===== config.mk =====
export PLATFORM = sky130hd
export DESIGN_NAME = lwc_fifo
export DESIGN_NICKNAME = d
export VERILOG_FILES = /design/src/sv/lwc_pkg.sv /design/src/sv/lwc_fifo.sv
export SDC_FILE = /design/constraint.sdc
export NUM_CORES = 1
export LEC_CHECK = 0
export BUFFER_PORTS_ARGS = -buffer_cell sky130_fd_sc_hd__buf_2
export CAP_MARGIN = 20
export CELL_PAD_IN_SITES_DETAIL_PLACEMENT = 1
export CELL_PAD_IN_SITES_GLOBAL_PLACEMENT = 1
export CORE_AREA = 5 5 231 233
export DETAILED_ROUTE_END_ITERATION = 8
export DIE_AREA = 0 0 236 238
export PLACE_DENSITY = 0.83
export REMOVE_ABC_BUFFERS = 1
export SETUP_SLACK_MARGIN = 0.15
export SKIP_LAST_GASP = 1
export SLEW_MARGIN = 20
export SYNTH_ARGS = -nofsm -noshare
export SYNTH_HDL_FRONTEND = slang
export SYNTH_SLANG_ARGS = --single-unit

===== constraint.sdc =====
create_clock -name clock -period 17.29 [get_ports clock]
set_clock_uncertainty 0.05 [all_clocks]
set_input_delay 0.8645 -clock clock [delete_from_list [all_inputs] [get_ports clock]]
set_output_delay 0.8645 -clock clock [all_outputs]
set_load 0.02 [all_outputs]

===== src/sv/lwc_pkg.sv =====
`timescale 1ns / 1ps
// Shared constants, types and a helper function for the line window clipper.
package lwc_pkg;

   localparam int IN_W        = 20;
   localparam int COORD_FRAC  = 4;
   localparam int PARAM_FRAC  = 16;
   localparam int SCREEN_BITS = 12;
   localparam int REG_W       = 13;
   localparam int OUT_W       = 16;
   localparam int NB          = 4;
   localparam int EW          = SCREEN_BITS + COORD_FRAC;
   localparam int CW          = IN_W + 2;
   localparam int DW          = CW - 1;
   localparam int TW          = PARAM_FRAC + 1;
   localparam int PW          = CW + TW + 1;
   localparam int SCREEN_MAX  = 1 << SCREEN_BITS;
   localparam logic [TW-1:0] T_ONE = TW'(1) << PARAM_FRAC;

   localparam logic [REG_W-1:0] WIDTH_RESET  = REG_W'(640);
   localparam logic [REG_W-1:0] HEIGHT_RESET = REG_W'(480);

   // Byte addresses of the window registers.
   localparam logic [2:0] ADDR_WIDTH  = 3'd0;
   localparam logic [2:0] ADDR_HEIGHT = 3'd4;

   typedef enum logic [1:0] {
      BOUND_NONE  = 2'b00,
      BOUND_ENTER = 2'b01,
      BOUND_LEAVE = 2'b10
   } mode_type;

   typedef struct packed {
      mode_type        mode;
      logic            cut;
      logic            eq;
      logic [DW-1:0]   num;
      logic [DW-1:0]   den;
   } bound_type;

   typedef struct packed {
      logic signed [IN_W-1:0] x0;
      logic signed [IN_W-1:0] y0;
      logic signed [CW-1:0]   dx;
      logic signed [CW-1:0]   dy;
      logic [EW-1:0]          xmax;
      logic [EW-1:0]          ymax;
      logic                   reject;
      bound_type [NB-1:0]     bounds;
   } item_type;

   typedef struct packed {
      item_type                      item;
      logic [NB-1:0][DW-1:0]         rem;
      logic [NB-1:0][PARAM_FRAC-1:0] quo;
   } div_type;

   // Window edge in coordinate format; zero acts as one, large values saturate.
   function automatic logic [EW-1:0] edge_of(logic [REG_W-1:0] r);
      logic [REG_W-1:0]       n;
      logic [SCREEN_BITS-1:0] m;
      n = r;
      if (n == '0) begin
         n = REG_W'(1);
      end
      if (n > REG_W'(SCREEN_MAX)) begin
         n = REG_W'(SCREEN_MAX);
      end
      m = SCREEN_BITS'(n - REG_W'(1));
      return {m, {COORD_FRAC{1'b0}}};
   endfunction

endpackage


===== src/sv/lwc_fifo.sv =====
`timescale 1ns / 1ps
// Two-entry queue of classified segments between front and back.
module lwc_fifo (
   input  logic              clock,
   input  logic              reset,
   input  logic              push,
   input  lwc_pkg::item_type push_item,
   output logic              full,
   input  logic              pop,
   output logic              head_valid,
   output lwc_pkg::item_type head_item
);

   lwc_pkg::item_type mem_ff [2];
   logic       wr_ptr_ff, wr_ptr_in;
   logic       rd_ptr_ff, rd_ptr_in;
   logic [1:0] count_ff, count_in;

   assign full       = (count_ff == 2'd2);
   assign head_valid = (count_ff != 2'd0);
   assign head_item  = mem_ff[rd_ptr_ff];

   always_comb begin
      wr_ptr_in = wr_ptr_ff ^ push;
      rd_ptr_in = rd_ptr_ff ^ pop;
      count_in  = count_ff + 2'(push) - 2'(pop);
   end

   always_ff @(posedge clock) begin
      if (reset) begin
         wr_ptr_ff <= 1'b0;
         rd_ptr_ff <= 1'b0;
         count_ff  <= 2'd0;
      end else begin
         wr_ptr_ff <= wr_ptr_in;
         rd_ptr_ff <= rd_ptr_in;
         count_ff  <= count_in;
      end
   end

   always_ff @(posedge clock) begin
      if (push) begin
         mem_ff[wr_ptr_ff] <= push_item;
      end
   end

endmodule


==> results of run 1 <==
placed cells by master, fill, tap and decap left out, drive strengths merged, types with 3 or more instances in the layout:
cell    synthesis  routed
buf            34     620
bufinv          0       5
clkbuf          0      86
clkinv          0      24
dfxtp           4       4
diode           0      13
edfxtp        602     602
ha              4       4
inv             3       4
mux2          301     301
nor2            3       3
report_power, final:
part           total (W)  internal, W  switching (W)
combinational   0.000485     0.000207       0.000278
sequential       0.00175      0.00172      0.0000338
clock            0.00138     0.000816       0.000561
total            0.00362      0.00274       0.000873
metrics by stage:
stage / std cells / cell area (µm²) / total power [W]
4_1_cts: 2340 / 28900 / 0.00366
6_report: 2353 / 28900 / 0.00362
5_1_grt: 2350 / 28900 / 0.00376
2_1_floorplan: 922 / 22700 / 0.00220
3_3_place_gp: 2222 / 26700 / 0.00225
3_5_place_dp: 2222 / 26700 / 0.00227
per-layer routing:
| layer | vias up | share of wire |
|---|---|---|
| met5 | - | 0.0029 |
| met4 | 26 | 0.027 |
| met3 | 117 | 0.093 |
| met2 | 522 | 0.53 |
| met1 | 6007 | 0.34 |
| li1 | 5153 | - |
Yosys cell counts:
master      n
inv_1       3
nor2b_1     2
ha_1        4
nor2_1      3
mux2_4    280
buf_2       2
buf_6      10
or2_2       1
xnor3_1     1
dfxtp_1     4
edfxtp_1  602
buf_12     22
xnor2_1     1
mux2_2     21
how the worst max path moves through the flow:
stage | startpoint | endpoint | slack [ps] | depth (start not counted)
floorplan | rd_ptr_ff | head_item[0] | 4230 | 1
global route | rd_ptr_ff | head_item[283] | 11510 | 5
finish | rd_ptr_ff | head_item[225] | 11740 | 5
global placement | rd_ptr_ff | head_item[121] | 12360 | 5
detailed placement | rd_ptr_ff | head_item[243] | 12310 | 5
CTS | rd_ptr_ff | head_item[243] | 11650 | 5
critical path: cells and delay by family (launching register included):
kind	cells	cell delay (ps)
buf+inv	4	2510
mux	1	360
flops	1	1050
area by class of cell:
| cell class | instances | area (µm²) | share of cell area |
|---|---|---|---|
| diodes | 13 | 32.5 | 0.00113 |
| clock buffers | 86 | 1810 | 0.0627 |
| clock inverters | 32 | 309 | 0.0107 |
| inverters | 3 | 11.3 | 0.000390 |
| multi-input cells | 313 | 4580 | 0.158 |
| flip-flops and latches | 606 | 18200 | 0.629 |
| well taps | 680 | 851 | 0.0295 |
| repair buffers | 620 | 3140 | 0.109 |
kinds of logic after synthesis:
group         Yosys count  synth area share
flops                 606             0.780
mux                   301             0.191
buf+inv                37            0.0247
simple gates            6           0.00129
fa+ha+maj               4           0.00215
xor+xnor                2           0.00134
registers in the layout, indices dropped and copies added (netlist names):
| name | cells |
|---|---|
| mem_ff | 602 |
| wr_ptr_ff | 1 |
| rd_ptr_ff | 1 |
| count_ff | 2 |
==> results.toml, run 1 <==
[critical_path]
worstPathArrival_ps = 4630
reg2reg_from = "wr_ptr_ff"
end_kind = "output port"
cpMostUsedCell = "buf_4"
worstPathCellList = "buf_4 > buf_4 > buf_4 > mux2_4 > buf_2"
critPathMaxFanout = 58
r2r_end = "mem_ff[0][261]"
critPathKind = "register to output port"
critical_path.startpoint_type = "register"
cp_slowest_cell = "dfxtp_4"
required_ps = 16380
ff2ff_setup_slack_ps = 14190
r2r_cells = 4
cpPeakStageDelay_ps = 1050

[global_route]
grt_pass1_vias = 13000
grt_use_met3 = 0.0769
grtUsageTotal = 0.208
grt_max_degree = 77
grt_pass1_wl_um = 87500
grtUsageMet1 = 0.230
grt_overflow = 0
grt-busiest-layer = "met2"
antenna_found_initial = 26
grtUsageMet2 = 0.373

[detailed_routing]
drtIter0Drc = 837
dr.pass1.iters = 5
vias = 11800
routed_wl_um = 61100
viasPerCell = 5.03
route.detailed.drc = 0
ant_nets = 0
wl_per_cell_um = 26.0

[sta]
tightest_slew_ps = 1100
drv_slew = 0
fmax_ghz = 0.180
max_slew_margin = 0.267
timing_hold_violations_final = 0
finalSetupViolCount = 0
fin_hold_ws_ps = 409
fin_crit_sh = 0.321
fin_tns_setup_ps = 0
rsz0062_at_grt = "false"
finalWorstSetupSlack_ps = 11740
period_needed_ps = 5550

[logic_synthesis]
synth_top_area_frac = 0.776
syn_avg_cell_area_um2 = 24.4
yosysWarnings = 0
yosysTopAreaCell = "edfxtp_1"
yosysSeqAreaShare = 0.780
syn_inst = 956
ys_ff_latch = 606
synthTopCellsByArea = "edfxtp_1, mux2_4, buf_12"
netlist_area_um2 = 23300
synth_cell_types = 14

[clock_network]
clk_latency_ps = 580
cts_resized = 0
cts_buffers = 67
cts_root_buf = "clkbuf_16"
clock-sinks = 606
cts_buffer_depth = 3
htreeDepth = 3
cts_hold_buf = 0
clk_pin_slew_ps = 60
cts_tree = "yes"
cts_setup_buffers = 0

[floorplan]
rows = 83
io_pins = 608
core_area_um2 = 51000
start_util = 0.457
die_x_um = 236
die_y_um = 238
fp.dieArea_um2 = 56200

[cells_and_area]
final_nets = 1920
fill_cells = 4677
final_layout_size_suffix_gt1_frac = 0.610
finalCoreUtilization = 0.567
syn_to_final_growth_pct = 24.1

[pwr]
p_leak_nw = 11.4
ir_worst_vdd_uv = 96.3
power.density_nw_per_um2 = 125

[worst_hold_path]
hold_class = "input pin to register"
hold_depth = 1
holdPathEnd = "mem_ff[1][40]"
min-delay-start = "push_item[40]"

[placement]
dp_hpwl_um = 42700
post-place-ws_ps = 12310
portBuffers = 607
place_congestion = 0.826

[status]
run_status = "completed"

[run]
drv_cap = 0
Power figures use the tool's default switching activity.
==> inputs of run 2 (changes only) <==
--- a/config.mk
+++ b/config.mk
@@ -9,10 +9,10 @@
 export CAP_MARGIN = 20
 export CELL_PAD_IN_SITES_DETAIL_PLACEMENT = 1
 export CELL_PAD_IN_SITES_GLOBAL_PLACEMENT = 1
-export CORE_AREA = 5 5 231 233
+export CORE_AREA = 5 5 234 236
 export DETAILED_ROUTE_END_ITERATION = 8
-export DIE_AREA = 0 0 236 238
-export PLACE_DENSITY = 0.83
+export DIE_AREA = 0 0 239 241
+export PLACE_DENSITY = 0.81
 export REMOVE_ABC_BUFFERS = 1
 export SETUP_SLACK_MARGIN = 0.15
 export SKIP_LAST_GASP = 1
==> constraint.sdc (replaced) <==
create_clock -name clock -period 5.5 [get_ports clock]
set_clock_uncertainty 0.05 [all_clocks]
set_input_delay 0.275 -clock clock [delete_from_list [all_inputs] [get_ports clock]]
set_output_delay 0.275 -clock clock [all_outputs]
set_load 0.02 [all_outputs]
==> results.toml, run 2 (synthesis gave the netlist of run 1 again) <==
[clock_network]
cts_tree = "yes"
cts_buffer_depth = 3
htreeDepth = 3
cts_hold_buf = 304
cts_buffers = 66
cts_setup_buffers = 0
clock-sinks = 606
clk_latency_ps = 580
cts_resized = 0
clk_pin_slew_ps = 60
cts_root_buf = "clkbuf_16"

[sta]
fmax_ghz = 0.310
max_slew_margin = 0.304
period_needed_ps = 3230
fin_tns_setup_ps = 0
rsz0062_at_grt = "false"
drv_slew = 0
timing_hold_violations_final = 0
finalWorstSetupSlack_ps = 2270
fin_crit_sh = 0.587
tightest_slew_ps = 1040
finalSetupViolCount = 0

[cells_and_area]
finalCoreUtilization = 0.610
fill_cells = 4647
reg_top3 = "mem_ff (602), count_ff (2)"
ff_latch_area_um2 = 18200
largest_register = "mem_ff"
multi_input_area_um2 = 4580
final_layout_size_suffix_gt1_frac = 0.514
design_area_um2 = 31900
layout_commonest_cell = "buf_2"
final_nets = 2220
syn_to_final_growth_pct = 36.9
layout_common_cells = "buf_2, edfxtp_1, dlygate4sd3_1"
largest_reg_flops = 602

[critical_path]
required_ps = 5180
critPathKind = "register to output port"
r2r_end = "mem_ff[0][282]"
ff2ff_setup_slack_ps = 3660
reg2reg_from = "wr_ptr_ff"
critPathMaxFanout = 97
critical_path.startpoint_type = "register"
cpPeakStageDelay_ps = 990
cp_slowest_cell = "dfxtp_4"
worstPathArrival_ps = 2900
end_kind = "output port"
cp-endpoint = "head_item[8]"
r2r_cells = 3
startpoint = "rd_ptr_ff"
worstPathCellList = "buf_12 > mux2_2 > buf_2"

[floorplan]
start_util = 0.446
fp.dieArea_um2 = 57600
rows = 84
die_y_um = 241
io_pins = 608
die_x_um = 239
core_area_um2 = 52200

[detailed_routing]
vias = 13200
viasPerCell = 4.97
drtIter0Drc = 770
routed_wl_um = 73100
wl_per_cell_um = 27.4
route.detailed.drc = 0
ant_nets = 0
dr.pass1.iters = 5

[pwr]
internal_power_w = 0.00859
power.density_nw_per_um2 = 360
power.switching_w = 0.00290
p_seq_frac = 0.481
p_comb_frac = 0.153
ir_worst_vdd_uv = 326
p_clk_frac = 0.365
switching_share = 0.252
p_leak_nw = 12.6

[status]
run_status = "completed"

[placement]
detailed_place.area_um2 = 26800
post-place-ws_ps = 2870
place_congestion = 0.762
portBuffers = 607
dp_hpwl_um = 41000

[global_route]
grt_max_degree = 158
antenna_found_initial = 18
grtUsageTotal = 0.243
grt_pass1_wl_um = 103000
grt_overflow = 0
grt_pass1_vias = 15200

[run]
drv_cap = 0

[worst_hold_path]
hold_class = "input pin to register"
-- run 2: power groups by stage --
stage / registers [W] / logic (W) / clock network [W]
6_report: 0.00553 / 0.00176 / 0.00419
5_1_grt: 0.00555 / 0.00183 / 0.00452
4_1_cts: 0.00551 / 0.00173 / 0.00420
3_5_place_dp: 0.00560 / 0.00153 / 0
3_3_place_gp: 0.00557 / 0.00149 / 0
2_1_floorplan: 0.00572 / 0.00119 / 0
-- run 2: final cells by class --
| cell class | count | share of cell area |
|---|---|---|
| flip-flops and latches | 606 | 0.570 |
| repair buffers | 921 | 0.196 |
| multi-input cells | 313 | 0.144 |
| clock buffers | 85 | 0.0547 |
| well taps | 688 | 0.0270 |
| clock inverters | 33 | 0.00750 |
| diodes | 17 | 0.00133 |
| inverters | 3 | 0.000353 |
-- run 2: layer usage --
metal / up-vias / wire length (µm) / global-route usage
met5: - / 15 / 0
met4: 2 / 2520 / 0.0922
met3: 131 / 5710 / 0.0723
met2: 638 / 40100 / 0.457
met1: 6712 / 24800 / 0.258
li1: 5755 / - / -
-- run 2: stage by stage --
| step | power [W] | instances | hold WS, ps |
|---|---|---|---|
| after global placement | 0.00706 | 2227 | 412 |
| after CTS | 0.0114 | 2649 | 85.3 |
| after detailed placement | 0.00713 | 2227 | 416 |
| after global routing | 0.0119 | 2663 | 133 |
| final | 0.0115 | 2666 | 138 |
| after floorplan | 0.00691 | 922 | 292 |
-- run 2: critical path: cells and delay by family, from the launching register on --
kind     cells  cell delay [ps]
flops        1              990
mux          1              410
buf+inv      2              760
-- run 2: worst min-delay path by stage --
stage,cells after the start,slack [ps],end,from
final,3,140,count_ff[0],push
after detailed placement,1,420,mem_ff[1][207],push_item[207]
after global routing,3,130,count_ff[0],push
after CTS,3,90,count_ff[0],push
after global placement,1,410,mem_ff[1][123],push_item[123]
after floorplan,1,290,wr_ptr_ff,reset
