## src/sv/lwc_pkg.sv

```systemverilog
`timescale 1ns / 1ps
// Shared constants, types and a helper function for the line window clipper.
package lwc_pkg;

   localparam int IN_W        = 20;
   localparam int COORD_FRAC  = 4;
   localparam int PARAM_FRAC  = 16;
   localparam int SCREEN_BITS = 12;
   localparam int REG_W       = 13;
   localparam int OUT_W       = 16;
   localparam int NB          = 4;
   localparam int EW          = SCREEN_BITS + COORD_FRAC;
   localparam int CW          = IN_W + 2;
   localparam int DW          = CW - 1;
   localparam int TW          = PARAM_FRAC + 1;
   localparam int PW          = CW + TW + 1;
   localparam int SCREEN_MAX  = 1 << SCREEN_BITS;
   localparam logic [TW-1:0] T_ONE = TW'(1) << PARAM_FRAC;

   localparam logic [REG_W-1:0] WIDTH_RESET  = REG_W'(640);
   localparam logic [REG_W-1:0] HEIGHT_RESET = REG_W'(480);

   // Byte addresses of the window registers.
   localparam logic [2:0] ADDR_WIDTH  = 3'd0;
   localparam logic [2:0] ADDR_HEIGHT = 3'd4;

   typedef enum logic [1:0] {
      BOUND_NONE  = 2'b00,
      BOUND_ENTER = 2'b01,
      BOUND_LEAVE = 2'b10
   } mode_type;

   typedef struct packed {
      mode_type        mode;
      logic            cut;
      logic            eq;
      logic [DW-1:0]   num;
      logic [DW-1:0]   den;
   } bound_type;

   typedef struct packed {
      logic signed [IN_W-1:0] x0;
      logic signed [IN_W-1:0] y0;
      logic signed [CW-1:0]   dx;
      logic signed [CW-1:0]   dy;
      logic [EW-1:0]          xmax;
      logic [EW-1:0]          ymax;
      logic                   reject;
      bound_type [NB-1:0]     bounds;
   } item_type;

   typedef struct packed {
      item_type                      item;
      logic [NB-1:0][DW-1:0]         rem;
      logic [NB-1:0][PARAM_FRAC-1:0] quo;
   } div_type;

   // Window edge in coordinate format; zero acts as one, large values saturate.
   function automatic logic [EW-1:0] edge_of(logic [REG_W-1:0] r);
      logic [REG_W-1:0]       n;
      logic [SCREEN_BITS-1:0] m;
      n = r;
      if (n == '0) begin
         n = REG_W'(1);
      end
      if (n > REG_W'(SCREEN_MAX)) begin
         n = REG_W'(SCREEN_MAX);
      end
      m = SCREEN_BITS'(n - REG_W'(1));
      return {m, {COORD_FRAC{1'b0}}};
   endfunction

endpackage

```

## src/sv/lwc_front.sv

```systemverilog
`timescale 1ns / 1ps
// Front end: forms the edge terms of a segment and classifies each window edge.
module lwc_front (
   input  logic signed [lwc_pkg::IN_W-1:0] start_x,
   input  logic signed [lwc_pkg::IN_W-1:0] start_y,
   input  logic signed [lwc_pkg::IN_W-1:0] end_x,
   input  logic signed [lwc_pkg::IN_W-1:0] end_y,
   input  logic [lwc_pkg::EW-1:0]          xmax,
   input  logic [lwc_pkg::EW-1:0]          ymax,
   output lwc_pkg::item_type               item
);

   localparam int CW = lwc_pkg::CW;
   localparam int DW = lwc_pkg::DW;
   localparam int EW = lwc_pkg::EW;

   logic signed [CW-1:0] x0, y0, x1, y1, dx, dy, xm, ym;
   lwc_pkg::bound_type [lwc_pkg::NB-1:0] bnd;

   function automatic lwc_pkg::bound_type classify(logic signed [CW-1:0] p,
                                                   logic signed [CW-1:0] q);
      lwc_pkg::bound_type   b;
      logic signed [CW-1:0] num;
      logic signed [CW-1:0] den;
      b.mode = lwc_pkg::BOUND_NONE;
      b.cut  = 1'b0;
      b.eq   = 1'b0;
      b.num  = '0;
      b.den  = '0;
      if (p == '0) begin
         b.cut = (q < 0);
      end else if (p < 0) begin
         num = -q;
         den = -p;
         if (num <= 0) begin
            b.mode = lwc_pkg::BOUND_NONE;
         end else if (num > den) begin
            b.cut = 1'b1;
         end else begin
            b.mode = lwc_pkg::BOUND_ENTER;
            b.eq   = (num == den);
            b.num  = DW'(num);
            b.den  = DW'(den);
         end
      end else begin
         num = q;
         den = p;
         if (num < 0) begin
            b.cut = 1'b1;
         end else if (num >= den) begin
            b.mode = lwc_pkg::BOUND_NONE;
         end else begin
            b.mode = lwc_pkg::BOUND_LEAVE;
            b.num  = DW'(num);
            b.den  = DW'(den);
         end
      end
      return b;
   endfunction

   assign x0 = CW'(start_x);
   assign y0 = CW'(start_y);
   assign x1 = CW'(end_x);
   assign y1 = CW'(end_y);
   assign dx = x1 - x0;
   assign dy = y1 - y0;
   assign xm = signed'({{(CW-EW){1'b0}}, xmax});
   assign ym = signed'({{(CW-EW){1'b0}}, ymax});

   always_comb begin
      bnd[0] = classify(-dx, x0);
      bnd[1] = classify(dx, xm - x0);
      bnd[2] = classify(-dy, y0);
      bnd[3] = classify(dy, ym - y0);
   end

   always_comb begin
      item.x0     = start_x;
      item.y0     = start_y;
      item.dx     = dx;
      item.dy     = dy;
      item.xmax   = xmax;
      item.ymax   = ymax;
      item.reject = bnd[0].cut | bnd[1].cut | bnd[2].cut | bnd[3].cut;
      item.bounds = bnd;
   end

endmodule

```

## config.mk

```make
export PLATFORM = sky130hd
export DESIGN_NAME = lwc_front
export DESIGN_NICKNAME = d
export VERILOG_FILES = /design/src/sv/lwc_pkg.sv /design/src/sv/lwc_front.sv
export SDC_FILE = /design/constraint.sdc
export NUM_CORES = 1
export LEC_CHECK = 0
export BUFFER_PORTS_ARGS = -buffer_cell sky130_fd_sc_hd__buf_2
export CORE_ASPECT_RATIO = 1.4
export CORE_MARGIN = 5
export CORE_UTILIZATION = 50
export DETAILED_ROUTE_END_ITERATION = 6
export PLACE_DENSITY = 0.87
export SYNTH_ARGS = -nofsm -noshare
export SYNTH_HDL_FRONTEND = slang
export SYNTH_SLANG_ARGS = --single-unit
```

## constraint.sdc

```tcl
create_clock -name vclk -period 12.5
set_input_delay 2.5 -clock vclk [all_inputs]
set_output_delay 2.5 -clock vclk [all_outputs]
set_load 0.05 [all_outputs]
```

==> impl_summary.md, run 1 <==
Status
The run finished with clean final reports.

Power and ir drop
Power comes to 2.013 mW. Across the VDD grid, the largest voltage drop is 0.08142 mV. The reported leakage power is 8.625 nW. Power spread over the standard cell area amounts to 112.3 mW/mm².

Synth
Of the post-synthesis cell area, the dominant cell type holds 0.1974. The register area share after synthesis is 0. Dividing the synthesized area by the synthesized cell count gives 6.792 µm². The total standard cell area after synthesis is 0.01553 mm².

The number of distinct library cells after synthesis is around 110. By instance count, the leading cell after synthesis is sky130_fd_sc_hd__ha_1. In the post-synthesis netlist, the biggest area contributors are sky130_fd_sc_hd__ha_1 20%, sky130_fd_sc_hd__xnor2_1 8.1%, sky130_fd_sc_hd__a21oi_1 5.3%.

Synthesis produced a netlist whose cell count is 2,287. Summed over all instances, the cell type with the most area after synthesis is sky130_fd_sc_hd__ha_1. The number of nets produced by synthesis is 2,648. After synthesis, the most frequently instantiated cells are 245 x sky130_fd_sc_hd__ha_1, 164 x sky130_fd_sc_hd__a21oi_1, 155 x sky130_fd_sc_hd__nor2_1. The Yosys step of the flow raised 0 warnings.

Cells and area
The total of clock buffers placed in the layout is 0. In the final layout, the share of cells above drive strength 1 is 0.2211. The number of nets in the layout is 3,004. The area growth from synthesis to layout is 15.45%. The number of antenna diodes in the final layout is 0. Once layout is complete, the utilization of the core stands at 0.5838. There are 0 flip-flops and latches.

The sequential cell area in the final layout is 0 µm². After filler insertion, the fill cell instance count of the layout stands at 3,089. Summing all multi-input logic gate instances after layout gives 0.01402 mm².

Die
The number of placement rows is 76. The effective utilization at floorplan is 0.5057. The region available for standard cell placement spans 0.03071 mm². Pin placement for this block handled 413 I/O pins. The die area is roughly 0.035 mm². The die is 159.0 µm wide. The floorplan die height is 218.5 µm.

Timing
The transition time of the tightest slew-check pin is 1076 ps. The final worst-path cycle share is 0.9739. The hold violation total from the final report is 0. Setup repair after global routing left no endpoint under its margin. Setup violations remaining at the end of the flow were counted as 0.

After layout, the worst setup slack is about 330 ps. The worst path in the final design needs a cycle of 12,170 ps, including I/O delays and setup. The aggregate negative setup slack is 0 ps. The remaining max-slew budget at the tightest pin is 0.2782. Timing would allow up to 82.15 MHz.

The final number of max-transition violations was 0.

Setup path
At the worst endpoint, the arrival time is 9670 ps. In this run the worst path has a maximum fanout of 9. The critical path is of the in -> out type. The worst path required time is 10,000 ps. The category of the worst setup path capture point is a primary output. The launch point of the worst path is start_y[1]. The nature of the critical path startpoint is an input port.

Detailed routing
The final layout contains routed wiring with a total length of 77.00 mm. The number of optimization iterations in the first detailed-route pass is 6. The initial detailed-routing violation count is 1,996. The DRC violation count after routing is 0. The via count of the routed design is 20,090. The mean routed wirelength per cell is 25.40 µm. After detailed routing, the number of vias per cell comes to 6.629.

In this run the remaining antenna-violating nets after routing total 0.

Worst hold path
The path type of the worst min-delay path is in -> out. The worst hold path cell count is 2. For hold timing, the worst endpoint is item[185]. The startpoint of the most critical hold path is ymax[0].

Global route
The number of antenna violations at the first check in global routing is 0. The first global-routing pass estimated between 100 and 150 mm of wire. The pin count of the biggest net entering global routing is 30. The global routing usage summed across all routing layers is 0.4139. The total congestion overflow is 0. The number of global-route vias before repair came to 20,020.

Placement
The routability congestion estimate is ~1.1. The number of buffer cells added on primary ports is 413. Timing analysis after detailed placement gives a worst setup slack of 427.8 ps.

After legalization and detailed placement, the total HPWL measured 65.94 mm.

Clocking
The number of hold buffers added after CTS was 0. Once the clock tree was built, the setup fixing pass inserted 0 buffers. The number of cells upsized or downsized after cts is 0.

Flow run
The max-capacitance violation count is 0.
[per-layer routing]
layer  GRT usage  wire length, µm  part of all wire
met5           0                0                 0
met1      0.4171            25870              0.34
met2      0.7494            36760              0.48
met3     0.06980             6407             0.083
met4      0.3300             7965              0.10
[placed cells by master, fill, tap and decap left out, types with 28 or more instances in the layout]
master,netlist,layout
sky130_fd_sc_hd__a21o_1,72,72
sky130_fd_sc_hd__a21oi_1,164,164
sky130_fd_sc_hd__a31oi_1,38,38
sky130_fd_sc_hd__buf_2,16,413
sky130_fd_sc_hd__buf_4,78,88
sky130_fd_sc_hd__ha_1,245,245
sky130_fd_sc_hd__inv_1,152,152
sky130_fd_sc_hd__nand2_1,150,150
sky130_fd_sc_hd__nand3_1,86,86
sky130_fd_sc_hd__nand4_1,57,57
sky130_fd_sc_hd__nor2_1,155,154
sky130_fd_sc_hd__nor2b_1,33,33
sky130_fd_sc_hd__nor3_1,87,86
sky130_fd_sc_hd__o211ai_1,29,29
sky130_fd_sc_hd__o21a_1,48,48
sky130_fd_sc_hd__o21ai_0,153,151
sky130_fd_sc_hd__o21ai_1,28,30
sky130_fd_sc_hd__o22ai_1,35,35
sky130_fd_sc_hd__or3_1,28,28
sky130_fd_sc_hd__xnor2_1,143,143
sky130_fd_sc_hd__xor2_1,45,44
[logic make-up after synthesis]
family | Yosys count | share of synthesized area
multiplexers | 10 | 0.006525
adder cells (fa/ha/maj) | 253 | 0.2051
XOR/XNOR | 194 | 0.1134
AND/OR/NAND/NOR | 787 | 0.2697
buffers and inverters | 318 | 0.09940
AO/OA/AOI/OAI | 725 | 0.3059
[how the worst max path moves through the flow]
| stage | to | depth (start not counted) |
|---|---|---|
| after floorplan | item[20] | 24 |
| after global placement | item[20] | 26 |
| after detailed placement | item[20] | 26 |
| after CTS | item[20] | 26 |
| after global routing | item[19] | 27 |
| final | item[102] | 28 |
[power by group]
group	leakage [nW]	switching [mW]	internal [mW]
sequential	0	0	0
clock	0	0	0
combinational	8.62	1.41	0.600
total	8.62	1.41	0.600
[area by class of cell]
| class | count | area share |
|---|---|---|
| timing repair buffer | 505 | 0.1559 |
| inverter | 167 | 0.03496 |
| multi-input combinational | 1969 | 0.7820 |
| tap | 390 | 0.02721 |
[worst max-delay path, cell delays in order]
cell and delay, ps:
sky130_fd_sc_hd__buf_2 120, sky130_fd_sc_hd__inv_1 230, sky130_fd_sc_hd__ha_1 290, sky130_fd_sc_hd__nor2b_1 130
sky130_fd_sc_hd__o21a_1 180, sky130_fd_sc_hd__o21ai_0 490, sky130_fd_sc_hd__a21boi_1 250, sky130_fd_sc_hd__xnor2_1 430
sky130_fd_sc_hd__inv_2 160, sky130_fd_sc_hd__a211oi_1 520, sky130_fd_sc_hd__nand3_1 270, sky130_fd_sc_hd__nor3_1 200
sky130_fd_sc_hd__buf_4 170, sky130_fd_sc_hd__xnor2_1 380, sky130_fd_sc_hd__nand4_1 320, sky130_fd_sc_hd__nand3b_1 350
sky130_fd_sc_hd__xor2_1 220, sky130_fd_sc_hd__ha_1 300, sky130_fd_sc_hd__nand4_1 110, sky130_fd_sc_hd__nor3b_1 220
sky130_fd_sc_hd__nand4_1 150, sky130_fd_sc_hd__o211a_1 180, sky130_fd_sc_hd__or2_2 370, sky130_fd_sc_hd__inv_2 110
sky130_fd_sc_hd__buf_4 160, sky130_fd_sc_hd__a21oi_1 80, sky130_fd_sc_hd__o22ai_1 400, sky130_fd_sc_hd__buf_2 360
[metrics by stage]
stage	hold WS [ps]	cells	cell area [µm²]
floorplan	5167	2287	15530
global placement	5302	3030	17900
detailed placement	5304	3030	17900
CTS	5304	3030	17900
global route	5309	3031	17930
finish	5303	3031	17930
Note: power is estimated with default switching activity, not from simulation.
==> run 2: changes to the inputs <==
--- a/config.mk
+++ b/config.mk
@@ -5,6 +5,7 @@
 export SDC_FILE = /design/constraint.sdc
 export NUM_CORES = 1
 export LEC_CHECK = 0
+export ABC_AREA = 1
 export BUFFER_PORTS_ARGS = -buffer_cell sky130_fd_sc_hd__buf_2
 export CORE_ASPECT_RATIO = 1.4
 export CORE_MARGIN = 5
==> impl_summary.md, run 2 <==
Detailed routing
The DRC violation count after routing is 3 (+3). The mean routed wirelength per cell came to 23.08 µm (-9.2%). The count of antenna-violating nets left after detailed routing came to 0 (unchanged). The detailed-route wire length is 80.83 mm (+5.0%). The average via count per standard cell is 5.951 (-10%). The via count of the routed design came to 20,840 (+3.7%). The number of optimization iterations in the first detailed-route pass is 7 (+1). The initial detailed-routing violation count is 1,841 (-7.8%).

Status
The final reports fail on design-rule violations. The run finished, with violations left.

Setup path
The nature of the critical path startpoint is an input port. The worst path required time is 10,000 ps (about the same). The delay of the slowest cell on the worst path is 580 ps (+60 ps). The worst-path maximum fanout is 18 (+9). The family with the most delay on the worst path is simple AND/OR/NAND/NOR gates. The buffer and inverter count on the worst path came to 7 (unchanged). The category of the worst setup path capture point is a primary output.

The most numerous cell type found on the critical path is sky130_fd_sc_hd__inv_1. The worst path arrival time was 9490 ps (-180 ps). By startpoint and endpoint, the worst setup path is classified as in -> out.

On the critical path, the stage with the largest delay is an instance of sky130_fd_sc_hd__fa_1.

Timing
The hold violation total from the final report came to 0 (unchanged). The remaining max-slew budget at the tightest pin is 0.2236 (-0.05456). The aggregate negative setup slack is 0 ps (unchanged). The transition time of the tightest slew-check pin was 1155 ps (+79.18 ps). The final setup violation count was 0 (unchanged). The final worst-path cycle share is 0.9591 (-0.01474). Setup repair after global routing left no endpoint under its margin.

The final number of max-transition violations is 0 (unchanged). The achievable clock frequency came to 83.41 MHz (+1.5%). The final period demand of the worst path is 11,990 ps (-184.3 ps).

Global route
The total congestion overflow is 0 (unchanged). The first-pass GRT wire length came to 116.7 mm (+1.5%). The number of global-route vias before repair was 19,990 (-0.13%). The number of antenna violations at the first check in global routing is 2 (+2).

The pin count of the biggest net entering global routing is 34 (+13%). The global routing usage summed across all routing layers is 0.4288 (+0.01492).

Placement
The placed wire-length estimate was 69.95 mm (+6.1%). The placed cell count came to 3,501 (+16%). The routability congestion estimate came to 1.082 (+2.9%). The number of buffer cells added on primary ports is 413 (unchanged).

Synth
The synthesized area per cell is 5.682 µm² (-16%). The cell with the most instances after synthesis is sky130_fd_sc_hd__nand2_1. The register area share after synthesis is 0 (unchanged). The total standard cell area after synthesis is 0.01586 mm² (+2.1%). The synthesized design spends more area on one cell type than any other, namely sky130_fd_sc_hd__ha_1. The number of distinct library cells after synthesis is 72 (-31%). The cell count after synthesis is 2,791 (+22%). The number of nets produced by synthesis is 3,152 (+19%).

The number of warning messages in the yosys log came to 0 (unchanged). The fraction of post-synthesis cell area in the top cell type by area is 0.1933 (-0.004064). The commonest cells after synthesis are 697 x sky130_fd_sc_hd__nand2_1, 440 x sky130_fd_sc_hd__inv_1, 245 x sky130_fd_sc_hd__ha_1. Ranked by total cell area, the synthesized netlist is headed by sky130_fd_sc_hd__ha_1 19%, sky130_fd_sc_hd__nand2_1 16%, sky130_fd_sc_hd__inv_1 10%.

Cells and area
The number of nets in the layout is 3,469 (+15%). The number of fillers in the final layout was 3,460 (+12%). The fraction of final layout cells with drive strength greater than 1 is 0.1900 (-0.03117). The total of clock buffers placed in the layout is 0 (unchanged).

The number of cells in the finished layout apart from fillers is 3,502 (+16%). The count of flip-flops and latches came to 0 (unchanged). Relative to the synthesized area, the layout overhead comes to 11.93%.

Leaving out fill and tap cells, the most frequent cell in the layout is sky130_fd_sc_hd__nand2_1. The library cells used most frequently in the layout, excluding fill and tap cells, are 697 x sky130_fd_sc_hd__nand2_1, 440 x sky130_fd_sc_hd__inv_1, 413 x sky130_fd_sc_hd__buf_2. The sequential cell area in the final layout is 0 µm² (unchanged).

Flow run
The max-capacitance violation count came to 0 (unchanged).

Die
The effective utilization at floorplan is 0.5034 (-0.002307). The die width is 160.5 µm (+0.98%). The number of placement rows is 77 (+1.3%).

The floorplan die height is 220.7 µm (+1.0%). The core box area was 0.03150 mm² (+2.6%). The die area came to 0.03543 mm² (+2.0%). The number of top-level pins came to 413 (unchanged).

Clocking
The hold-fix buffer count after cts was 0 (unchanged). The number of setup buffers added after CTS was 0 (unchanged). The number of cells upsized or downsized after cts is 0 (unchanged).

Worst hold path
The path type of the worst min-delay path is in -> out.
## run 2: changes by cell type in the layout (fill, tap and decap cells not counted), sizes merged, moves of 43 or more
cell | previous run | this run
nand2 | 151 | 738
a21o | 72 | 5
nand3 | 89 | 185
xnor2 | 145 | 30
inv | 162 | 464
o21a | 48 | 5
nor2 | 156 | 273
buf | 504 | 429
o21ai | 183 | 137
## run 2: final cells by class
class                           count  area [µm²]  area share
Timing Repair Buffer              429        2187      0.1232
Multi-Input combinational cell   2207       13300      0.7490
Antenna cell                        1       2.502   0.0001410
Inverter                          470        1772     0.09981
Tap cell                          395       494.2     0.02784
## run 2: kinds of logic after synthesis
kind of cell / Yosys count / synth area share
AO/OA/AOI/OAI: 443 / 0.1607
XOR/XNOR: 106 / 0.07274
adder cells (fa/ha/maj): 249 / 0.1983
buffers and inverters: 584 / 0.1617
AND/OR/NAND/NOR: 1409 / 0.4065
## run 2: final timing paths
kind	start	to	slack (ps)	cells past startpoint
setup / recovery	start_y[0]	item[101]	510	34
hold / removal	xmax[7]	item[208]	5300	2
## run 2: per-stage QoR
stage / hold slack, ps / area [µm²] / util / worst slack, ps
6_report: 5303 / 17750 / 0.5634 / 510.8
5_1_grt: 5311 / 17750 / 0.5634 / 305.6
4_1_cts: 5305 / 17750 / 0.5634 / 747.7
3_5_place_dp: 5305 / 17750 / 0.5634 / 754.5
3_3_place_gp: 5307 / 17750 / 0.5634 / 707.7
2_1_floorplan: 5167 / 15860 / - / 1341
## run 2: routing by layer
metal / part of all wire / global-route usage / vias to the layer above / routed length (µm)
met5: 0.00022 / 0 / - / 18
met4: 0.12 / 0.4238 / 2 / 9908
met3: 0.082 / 0.06335 / 387 / 6659
met2: 0.46 / 0.7577 / 1343 / 37400
met1: 0.33 / 0.4237 / 9269 / 26840
li1: - / - / 9838 / -
